--- src/rtl/kcs_pkg.sv ---
`default_nettype none
// ----------------------------------------------------------------------------
// kcs_pkg
// shared types and constants of the key command sequencer: command codes,
// default sizes and the command/status groups between controller and datapath
// ----------------------------------------------------------------------------
package kcs_pkg;

    // item operations carried on the slave-side tuser
    localparam logic [1:0] OP_PUSH = 2'd0;
    localparam logic [1:0] OP_TICK = 2'd1;
    localparam logic [1:0] OP_STOP = 2'd2;

    // queued command types
    localparam logic [1:0] TYPE_PRESS   = 2'd0;
    localparam logic [1:0] TYPE_RELEASE = 2'd1;
    localparam logic [1:0] TYPE_WAIT    = 2'd2;

    localparam int QUEUE_DEPTH_DEF = 1024;
    localparam int ROW_COUNT_DEF   = 12;
    localparam int RUN_LIMIT_DEF   = 63;

    localparam logic [15:0] MAX_WAIT_RST = 16'd60000;

    localparam int IN_DATA_W  = 24;
    localparam int OUT_DATA_W = 40;
    localparam int RES_W      = 33;  // packed result fields without padding
    localparam int QUEUED_W   = 11;
    localparam int ENTRY_W    = 22;  // type 2, row 4, value 16

    typedef struct packed {
        logic cap;         // latch the input item
        logic run_clear;   // new tick: clear the per-tick command count
        logic stop_clear;  // empty the queue, drop the wait, restart the row scan
        logic push;        // check the latched command, store it, answer
        logic wait_step;   // count down the running wait
        logic exec;        // run the head press/release command
        logic start_wait;  // load the wait counter from the head command
        logic scan_inc;    // skip a row with nothing held
        logic stop_row;    // release the scanned row
        logic flush;       // send the pending result as the final one
    } t_dp_cmd;

    typedef struct packed {
        logic out_free;
        logic pend_valid;
        logic wait_active;
        logic wait_one;
        logic fill_zero;
        logic head_is_wait;
        logic run_at_limit;
        logic scan_done;
        logic scan_held_nz;
    } t_dp_status;

endpackage
`default_nettype wire

--- src/rtl/kcs_ctrl.sv ---
`default_nettype none
// ----------------------------------------------------------------------------
// kcs_ctrl
// sequencing state machine: takes one item at a time and steps the datapath
// through push, tick playback or stop release
// ----------------------------------------------------------------------------
module kcs_ctrl (
    input  wire                 i_clk,
    input  wire                 i_rst_n,
    input  wire                 i_valid,
    input  wire [1:0]           i_op,
    output logic                o_ready,
    input  kcs_pkg::t_dp_status i_status,
    output kcs_pkg::t_dp_cmd    o_cmd
);

    typedef enum logic [2:0] {
        S_IDLE,
        S_PUSH,
        S_TSTART,
        S_RD,
        S_EXEC,
        S_STOP,
        S_FLUSH
    } t_state;

    t_state r_state;
    t_state n_state;
    logic   n_ready;
    logic   r_ready;

    // a result may be produced when the pending slot is free or can move out
    logic emit_ok;

    assign emit_ok = !i_status.pend_valid || i_status.out_free;

    always_comb begin
        n_state = r_state;
        o_cmd   = '0;
        case (r_state)
            S_IDLE: begin
                if (i_valid) begin
                    o_cmd.cap = 1'b1;
                    case (i_op)
                        kcs_pkg::OP_PUSH: n_state = S_PUSH;
                        kcs_pkg::OP_TICK: begin
                            o_cmd.run_clear = 1'b1;
                            n_state         = S_TSTART;
                        end
                        kcs_pkg::OP_STOP: begin
                            o_cmd.stop_clear = 1'b1;
                            n_state          = S_STOP;
                        end
                        default: n_state = S_IDLE;
                    endcase
                end
            end
            S_PUSH: begin
                if (i_status.out_free) begin
                    o_cmd.push = 1'b1;
                    n_state    = S_IDLE;
                end
            end
            S_TSTART: begin
                if (i_status.wait_active) begin
                    o_cmd.wait_step = 1'b1;
                    n_state         = i_status.wait_one ? S_RD : S_IDLE;
                end else begin
                    n_state = S_RD;
                end
            end
            S_RD: begin
                n_state = S_EXEC;
            end
            S_EXEC: begin
                if (i_status.fill_zero) begin
                    n_state = S_FLUSH;
                end else if (i_status.head_is_wait) begin
                    o_cmd.start_wait = 1'b1;
                    n_state          = S_FLUSH;
                end else if (i_status.run_at_limit) begin
                    n_state = S_FLUSH;
                end else if (emit_ok) begin
                    o_cmd.exec = 1'b1;
                    n_state    = S_RD;
                end
            end
            S_STOP: begin
                if (i_status.scan_done) begin
                    n_state = S_FLUSH;
                end else if (!i_status.scan_held_nz) begin
                    o_cmd.scan_inc = 1'b1;
                end else if (emit_ok) begin
                    o_cmd.stop_row = 1'b1;
                end
            end
            S_FLUSH: begin
                if (!i_status.pend_valid) begin
                    n_state = S_IDLE;
                end else if (i_status.out_free) begin
                    o_cmd.flush = 1'b1;
                    n_state     = S_IDLE;
                end
            end
            default: n_state = S_IDLE;
        endcase
    end

    assign n_ready = (n_state == S_IDLE);
    assign o_ready = r_ready;

    always_ff @(posedge i_clk) begin
        if (!i_rst_n) begin
            r_state <= S_IDLE;
            r_ready <= 1'b1;
        end else begin
            r_state <= n_state;
            r_ready <= n_ready;
        end
    end

    a_idle_no_pending: assert property (@(posedge i_clk) disable iff (!i_rst_n)
        (r_state == S_IDLE) |-> !i_status.pend_valid)
        else $error("result left pending while idle");

    a_ready_idle: assert property (@(posedge i_clk) disable iff (!i_rst_n)
        o_ready |-> (r_state == S_IDLE))
        else $error("ready outside idle");

endmodule
`default_nettype wire

--- config.mk ---
export PLATFORM = sky130hd
export DESIGN_NAME = kcs_ctrl
export DESIGN_NICKNAME = d
export VERILOG_FILES = /design/src/rtl/kcs_pkg.sv /design/src/rtl/kcs_ctrl.sv
export SDC_FILE = /design/constraint.sdc
export NUM_CORES = 1
export LEC_CHECK = 0
export BUFFER_PORTS_ARGS = -buffer_cell sky130_fd_sc_hd__buf_2
export CELL_PAD_IN_SITES_DETAIL_PLACEMENT = 1
export CELL_PAD_IN_SITES_GLOBAL_PLACEMENT = 1
export CORE_MARGIN = 4
export CORE_UTILIZATION = 29
export DETAILED_ROUTE_END_ITERATION = 10
export HOLD_SLACK_MARGIN = 0.1
export PLACE_DENSITY_LB_ADDON = 0.1
export SYNTH_ARGS = -nofsm -noshare
export SYNTH_HDL_FRONTEND = slang
export SYNTH_SLANG_ARGS = --single-unit
--- constraint.sdc ---
create_clock -name i_clk -period 3.8 [get_ports i_clk]
set_input_delay 0.19 -clock i_clk [delete_from_list [all_inputs] [get_ports i_clk]]
set_output_delay 0.19 -clock i_clk [all_outputs]
set_load 0.02 [all_outputs]
==> impl_results.md <==
- Standard cell with the maximum stage delay on the critical path: sky130_fd_sc_hd__dfxtp_1
- Leakage power figure: ~0.29 nW
- Flop and latch count out of synthesis: 4
- Critical path endpoint category: primary output
- Port buffer count: 24
- Compound-Gate Fraction of Synth Area: around 16%
- Synth-to-layout area growth: 33.9%
- DR WL/cell: roughly 13 um
- H-Tree Level Count: 1
- Post-CTS repair timing setup buffer count: 0
- Number of warnings issued by yosys: 0
- Area of combinational cells with multiple inputs: around 280 um^2
- Crit Path Max Fanout: 13
- Proportion of total power due to net switching: a little under two fifths
- Effective utilization at floorplan: 30.7%
- Diode count: 0
- Count of standard-cell rows: 13
- TritonRoute pass-1 iters: 2
- Actual slew at the worst max-slew pin: approximately 0.47 ns
- Number of setup violations in the final report: 0
- Count of cells resized by post-cts repair: 0
- Multiplexer share of the synthesized area: 0%
- Clock-pin slew on the worst setup and hold paths: roughly 0.04 ns
- Via density per instance: between 5 and 6
- Main combinational cell family by area after synthesis: simple AND/OR/NAND/NOR gates
- Switching power total: approximately 70 uW
- Antenna violations before repair: 0
- Data required, critical path: roughly 3.6 ns
- Core region area: around 1300 um^2
- Worst setup slack before clock tree synthesis: 2.35 ns
- Die width: about 45 um
- Setup repair after global routing missed its margin: no
- Largest vdd supply drop: between 0.0001 and 0.00015 V
- Number of fill cells in the layout: between 150 and 200
- Sequential element share of the synthesized area: approximately 20%
- Internal Pwr Total: 117 uW
- Weighted congestion reported at the end of routability-driven placement: around 0.71
- Avg Inst Size Synth: approximately 8.1 um^2
- Max_slew headroom: between 60% and 70%
- Cells after Synth: 49
- Largest net degree at the start of global routing: 14
- Die height: about 45 um
- Max Slew Vio Count: 0
- Layout cells sized above 1: 43.8%
- Detail Route Antenna Nets: 0
- Clock Tree Root: sky130_fd_sc_hd__clkbuf_4
- First-iteration detailed-routing DRC count: 1
- Dpl hpwl: ~910 um
- Time the final worst path needs with I/O delays and setup: around 1.7 ns
- Post-synthesis xor/xnor area fraction: 0%
- Worst-case clock skew: about 0.0082 ns
- Total CTS buffers: 3
- Count of buffering cells on the critical path with inverters included: 1
- Clock latency on the worst-skew pair: ~0.24 ns
- Count of hold buffers inserted by post-cts repair: 0
- Distinct cell type count after synthesis: 26
- Worst-case clock buffer depth: 2
- Final worst slack: ~2.1 ns
- DRC viols: 0
- Period Utilization, post-route: ~44%
- Mapped Area: between 300 and 400 um^2
- Number of top-level design ports: 25
- Startpoint Class: flip-flop
- TritonCTS clock tree: built
- Total number of clock tree sinks: 4
- DR vias: 455
- Share of total power in the clock network: 28.9%
- Setup Crit Path Kind: reg2out
- Fin Setup TNS: 0 ns
- Number of global-route vias before repair: about 460
- Synthesized-area fraction occupied by and/or/nand/nor cells: between 50% and 60%
- Proportion of power drawn by combinational gates: a little over a third
- Power per cell area: approximately 350 nW/um^2
- Gr usage total: approximately 13%
- Die footprint: ~2000 um^2
- Adder and majority cell fraction of the synthesized area: 0%
- Total Wirelength: 1.12 mm
- Total nets after synthesis: 63
- Worst hold path class: in2reg
- Largest stage delay on the critical path: between 0.6 and 0.7 ns
- Hold Vio Cnt, Final: 0
- Wire length of the first global-routing pass: 1.84 mm
- Critical path, cell by cell: and4bb_2 > and3_1 > buf_2
- Outcome: finished clean
- Maximum achievable frequency: about 600 MHz
- Total global routing overflow: 0
- Critical Path AT: 1.48 ns
- Cell family contributing the most delay on the critical path: flip-flops
- Register Area: roughly 80 um^2
- Max capacitance violation total: 0
- Final net count: between 80 and 90
- Sequential group share of total power: a little over a third
[cell usage in the layout (no fill, tap or decap), drive strengths merged]
cell type / n
a21oi: 1
a31oi: 4
a32oi: 2
and2: 1
and3: 4
and3b: 3
and4: 1
and4bb: 1
buf: 24
clkbuf: 3
dfxtp: 4
inv: 4
nand2: 1
nand2b: 2
nand3: 2
nand3b: 1
nor2: 1
nor2b: 3
nor3: 2
nor3b: 3
nor4b: 1
nor4bb: 1
o21ai: 3
or3: 1
[state kept, by name, summed over array words and instances, names as in the netlist]
signal,flops
o_ready,1
r_state,3
[power groups by stage]
stage | registers (mW) | clock network [mW] | logic, mW
2_1_floorplan | 0.0607 | 0 | 0.0539
3_3_place_gp | 0.0665 | 0 | 0.0674
3_5_place_dp | 0.0673 | 0 | 0.0673
4_1_cts | 0.0667 | 0.0571 | 0.0675
5_1_grt | 0.0678 | 0.0577 | 0.0744
6_report | 0.0664 | 0.0540 | 0.0664
[tightest hold or removal path, cell delays in order]
cell and delay, ns:
sky130_fd_sc_hd__buf_2 0.10, sky130_fd_sc_hd__nand2_1 0.09, sky130_fd_sc_hd__a31oi_1 0.07
[layer usage]
metal,wire length (um),part of all wire [%],global-route usage (%),vias to the layer above
li1,-,-,-,232
met5,0,0,0,-
met3,55,4.9,0,3
met1,515,46,15.4,204
met4,28,2.5,12.3,0
met2,525,47,19.8,16
[path summary, 6_finish.rpt]
kind / startpoint / end / slack, ns / cells after the start
min: i_rst_n / r_state[0]$_SDFF_PN0_ / 0.26 / 3
min reg2reg: r_state[2]$_SDFF_PN0_ / r_state[1]$_SDFF_PN0_ / 0.69 / 2
max: r_state[0]$_SDFF_PN0_ / o_cmd[1] / 2.13 / 3
max reg2reg: r_state[1]$_SDFF_PN0_ / o_ready$_SDFF_PN1_ / 2.37 / 4
[cell families (layout without fill, tap and decap cells)]
family,after synthesis,after routing
compound gates,10,10
buf+inv,7,31
flops,4,4
simple gates,28,28
[synth_stat cells]
library cell	number	area, um^2
sky130_fd_sc_hd__a32oi_1	2	17.5
sky130_fd_sc_hd__and2_1	1	6.26
sky130_fd_sc_hd__nand2_1	1	3.75
sky130_fd_sc_hd__nand2b_1	2	12.5
sky130_fd_sc_hd__a21oi_1	1	5.00
sky130_fd_sc_hd__nand3b_1	1	7.51
sky130_fd_sc_hd__and3_2	2	15.0
sky130_fd_sc_hd__nor2b_1	3	18.8
sky130_fd_sc_hd__nor3b_1	2	15.0
sky130_fd_sc_hd__o21ai_0	3	15.0
sky130_fd_sc_hd__and3b_1	3	26.3
sky130_fd_sc_hd__buf_6	1	11.3
sky130_fd_sc_hd__dfxtp_1	4	80.1
sky130_fd_sc_hd__nor4b_4	1	23.8
sky130_fd_sc_hd__and4_1	1	8.76
sky130_fd_sc_hd__and3_1	2	12.5
sky130_fd_sc_hd__nor3b_2	1	12.5
sky130_fd_sc_hd__a31oi_1	4	25.0
sky130_fd_sc_hd__nor4bb_1	1	10.0
sky130_fd_sc_hd__nor3_1	2	10.0
sky130_fd_sc_hd__or3_1	1	6.26
sky130_fd_sc_hd__nand3_1	2	10.0
sky130_fd_sc_hd__buf_4	2	15.0
sky130_fd_sc_hd__and4bb_2	1	12.5
sky130_fd_sc_hd__inv_1	4	15.0
sky130_fd_sc_hd__nor2_1	1	3.75
[stage by stage]
step                area (um^2)  hold slack (ns)  utilization (%)  total power, mW  std cells
finish                      534            0.258             41.1            0.187         88
floorplan                   399            0.365                -            0.115         49
global placement            512            0.519             39.3            0.134         85
global route                534            0.290             41.1            0.200         88
CTS                         534            0.254             41.1            0.191         88
detailed placement          512            0.509             39.3            0.135         85
[cell type report]
class | instances | area share (%)
Clock buffer | 3 | 4.22
Inverter | 4 | 2.81
Multi-Input combinational cell | 38 | 52.0
Sequential cell | 4 | 15.0
Tap cell | 15 | 3.51
Timing Repair Buffer | 24 | 22.5
No activity file was read; power rests on OpenSTA's default activity.
